==> src/design/delta_histogram_prefetcher_defines.svh <==
// Assertion macros for the delta histogram prefetcher
`ifndef DELTA_HISTOGRAM_PREFETCHER_DEFINES_SVH
`define DELTA_HISTOGRAM_PREFETCHER_DEFINES_SVH

// Condition must hold at every clock edge out of reset
`define DHP_ASSERT(name, expr) \
  name: assert property (@(posedge clk_i) disable iff (!rst_ni) (expr)) \
    else $error("dhp assertion failed");

// Consequent must hold in the cycle after the antecedent
`define DHP_ASSERT_NEXT(name, ante, cons) \
  name: assert property (@(posedge clk_i) disable iff (!rst_ni) (ante) |=> (cons)) \
    else $error("dhp assertion failed");

`endif

==> src/design/dhp_ram.sv <==
module dhp_ram #(
  parameter int unsigned WIDTH = 16,
  parameter int unsigned DEPTH = 128
) (
  input  logic                     clk_i,
  input  logic                     we_i,
  input  logic [$clog2(DEPTH)-1:0] waddr_i,
  input  logic [WIDTH-1:0]         wdata_i,
  input  logic                     re_i,
  input  logic [$clog2(DEPTH)-1:0] raddr_i,
  output logic [WIDTH-1:0]         rdata_o
);

  logic [WIDTH-1:0] mem_q [DEPTH];
  logic [WIDTH-1:0] rdata_q;

  always_ff @(posedge clk_i) begin
    if (we_i) begin
      mem_q[waddr_i] <= wdata_i;
    end
    if (re_i) begin
      rdata_q <= mem_q[raddr_i];
    end
  end

  assign rdata_o = rdata_q;

endmodule

==> config.mk <==
export PLATFORM = sky130hd
export DESIGN_NAME = dhp_ram
export DESIGN_NICKNAME = d
export VERILOG_FILES = /design/src/design/delta_histogram_prefetcher_defines.svh /design/src/design/dhp_ram.sv
export SDC_FILE = /design/constraint.sdc
export NUM_CORES = 2
export LEC_CHECK = 0
export BUFFER_PORTS_ARGS = -buffer_cell sky130_fd_sc_hd__buf_2
export CELL_PAD_IN_SITES_DETAIL_PLACEMENT = 1
export CELL_PAD_IN_SITES_GLOBAL_PLACEMENT = 1
export CORE_ASPECT_RATIO = 0.8
export CORE_MARGIN = 1.5
export CORE_UTILIZATION = 50
export CTS_BUF_LIST = sky130_fd_sc_hd__clkbuf_16
export DETAILED_ROUTE_END_ITERATION = 7
export GPL_ROUTABILITY_DRIVEN = 0
export GPL_TIMING_DRIVEN = 0
export PLACE_DENSITY = 0.71
export SYNTH_ARGS = -nofsm -noshare
export SYNTH_HDL_FRONTEND = slang
export SYNTH_SLANG_ARGS = --single-unit
export TNS_END_PERCENT = 30
==> constraint.sdc <==
create_clock -name clk_i -period 6.6 [get_ports clk_i]
set_input_delay 1.32 -clock clk_i [delete_from_list [all_inputs] [get_ports clk_i]]
set_output_delay 1.32 -clock clk_i [all_outputs]
set_load 0.05 [all_outputs]
==> results by group <==
Run status
  • Status: completed

Synthesis
  • Largest family of logic cells by synthesized area: multiplexers
  • Compound-Gate Fraction of Synth Area: 0%
  • Ys Warns: 0
  • Fraction of synthesized area in multiplexers: 19.5%
  • Distinct cells, synth: 16
  • Syn Nets: 3119
  • Flops & latches, synth: 2064
  • Synth Instances: 3086
  • Synthesized-area fraction occupied by adder cells: 0%
  • Post-Synth XOR/XNOR Area: 0%
  • Post-synthesis sequential area ratio: 78.8%
  • Avg Cell Area, Syn: 25.5 sq um
  • Simple-gate portion of the synthesized area: 0.886%
  • Synth Cell Area: 0.0787 sq mm

Clock tree
  • CTS Root Cell: clkbuf_16
  • TritonCTS clock tree: yes
  • H-tree lvl count: 4
  • Maximum root-to-sink buffer count: 3
  • Hold-fix buffers, CTS: 0
  • Setup Fix Bufs, Post-CTS: 0
  • Total CTS buffers: 194
  • Clock Latency Late Sink: 0.82 ns
  • Quantity of gates resized following cts: 0
  • Clock transition at path regs: 0.06 ns
  • Sink Count: 2064

Timing
  • Worst Tran Pin Value: 1.38 ns
  • Hold Fails Final Rpt: 0
  • Final setup violation count: 0
  • Final Hold Slack: 0.960 ns
  • Tmin final: 5.07 ns
  • Max Freq: 197 MHz
  • Worst slew margin: 8.10%
  • Final setup TNS: 0 ns
  • Pins Over Slew Limit: 0
  • Fin Clk Skew: 0.0244 ns
  • Fin crit share: 76.8%
  • RSZ-0062 raised after global routing: no

Power
  • Sequential Power Share: 53.9%
  • Pleak: 27.3 nW
  • Pwr Density: 302 mW/mm^2
  • Worst vdd ir: 0.264 mV
  • Sw Ratio: 21.6%
  • NetSw: 5.83 mW
  • Logic pwr share: 5.7%
  • Clock group share of total power: 40.4%
  • Int Pwr: 21.1 mW

Worst setup path
  • Critical Path Start Type: input port
  • Largest delay share family, worst path: buffers and inverters
  • Crit path arrival time: 5.62 ns
  • CP peak stage delay: 0.97 ns
  • CP required: 7.16 ns
  • CP Class: in2reg
  • Critical path, cell by cell: clkbuf_1 -> clkbuf_2 -> clkbuf_1 -> mux4_2 -> mux4_2 -> mux4_2 -> mux2_2
  • Buffers & Inverters on Critical Path: 3
  • CP dominant cell by count: mux4_2
  • Critical Path End Type: register
  • Critical-path top delay cell: clkbuf_1
  • Maximum net fanout on the critical path: 10

Job
  • Max_cap viols: 0

Cells and area
  • Multi-input gate area: 0.0163 sq mm
  • Final Net Count: 3418
  • Fill count: 12600
  • Non-Filler Instances: 5648
  • Share of layout cells above drive strength 1: 35.0%
  • Sequential Area: 0.0620 sq mm
  • Design Area, Final: 0.0892 sq mm
  • Syn-to-layout area delta: 13.3%

Floorplanning
  • I/O Pins: 49
  • Row cnt: 129
  • Die area: 0.160 sq mm
  • Chip Width: 447 microns
  • Core Region: 0.155 sq mm
  • Initial Util: 50.6%
  • Die Ht: 358 microns

Drt
  • Vias/cell: 6.45
  • Wirelength per Cell: 36.9 microns
  • Drt first pass iters: 7
  • Post-route ant nets: 0
  • DRC Markers: 0
  • Detailed Route Iter0 Violations: 5152
  • Drt total wl: 209000 microns
  • Vias: 36400

GRT
  • First-pass GRT wire length: 292000 microns
  • Largest net degree at the start of global routing: 99
  • GRT Total Usage: 26.7%
  • Antenna violations before repair: 31
  • Vias in the first global route: 37100
  • Congestion Overflow GR: 0

Placement
  • Port bufs: 38
  • Dpl cells: 5279
  • DP Area: 0.0827 sq mm
  • Hpwl dp: 139000 microns

Worst hold path
  • Worst Hold Class: in2reg
[through the flow]
stage / worst slack, ns / power [mW] / utilization [%]
detailed placement: 0.751 / 16.3 / 53.2
floorplan: 2.65 / 15.5 / -
global route: 1.59 / 27.5 / 57.4
CTS: 1.63 / 27.1 / 57.2
finish: 1.53 / 26.9 / 57.4
global placement: 0.325 / 16.2 / 52.4
[path summary, 6_finish.rpt]
path                  startpoint      endpoint  slack, ns  cells past startpoint
hold / removal        wdata_i[4]  mem_q[22][4]       0.96                      1
setup reg to reg     mem_q[5][2]    rdata_o[2]       3.88                      4
hold reg to reg   mem_q[116][13]   rdata_o[13]       1.29                      4
setup / recovery      raddr_i[2]   rdata_o[10]       1.53                      7
[sequential cells by signal (all words and copies together), names as in the netlist]
register / cells
rdata_o: 16
mem_q: 2048
[power by group through the flow]
stage / Combinational, mW / Clock (mW) / Sequential, mW
2_1_floorplan: 0.708 / 0 / 14.8
3_3_place_gp: 1.43 / 0 / 14.8
3_5_place_dp: 1.53 / 0 / 14.8
4_1_cts: 1.54 / 11.0 / 14.5
5_1_grt: 1.59 / 11.4 / 14.5
6_report: 1.55 / 10.9 / 14.5
[cell type report]
type,instances,share of cell area (%)
Antenna cell,8,0.0225
Clock inverter,156,1.33
Clock buffer,199,5.59
Timing Repair Buffer,103,1.49
Tap cell,2096,2.94
Buffer,164,0.790
Multi-Input combinational cell,858,18.3
Sequential cell,2064,69.5
[routing by layer]
| metal | vias to the layer above | track usage (%) | share of wire [%] |
|---|---|---|---|
| met4 | 8 | 8.66 | 3.3 |
| met2 | 2124 | 40.3 | 46 |
| met1 | 19800 | 38.8 | 40 |
| li1 | 14100 | - | - |
| met5 | - | 0 | 0.024 |
| met3 | 341 | 6.70 | 11 |
[cell usage after synthesis (all sizes together)]
cell,instances,area (sq um)
nor2b,7,43.8
nand2b,2,12.5
nand3,12,60.1
edfxtp,2064,62000
nand2,14,52.6
nand4,3,18.8
nor3,9,45.0
nor2,122,458
clkbuf,82,308
buf,82,384
or3,1,6.26
mux4,672,15100
mux2,16,180
[cell families after synthesis]
kind of cell | Yosys count
flops | 2064
mux | 688
simple gates | 170
buf+inv | 164
[layout by cell type (no fill, tap or decap), drive strengths merged]
| cell type | synthesis | routed |
|---|---|---|
| nor2 | 122 | 122 |
| bufinv | 0 | 16 |
| nor3 | 9 | 9 |
| mux2 | 16 | 16 |
| nand4 | 3 | 3 |
| clkbuf | 82 | 281 |
| clkinv | 0 | 81 |
| mux4 | 672 | 672 |
| nor2b | 7 | 7 |
| or3 | 1 | 1 |
| inv | 0 | 54 |
| diode | 0 | 8 |
| edfxtp | 2064 | 2064 |
| nand2b | 2 | 2 |
| nand3 | 12 | 12 |
| nand2 | 14 | 14 |
| buf | 82 | 185 |
| clkinvlp | 0 | 5 |
[worst register-to-register path: cells and delay by family (launching register included)]
family,cells,cell delay (ns)
mux,4,2.06
flops,1,0.39
No activity file was read; power rests on OpenSTA's default activity.
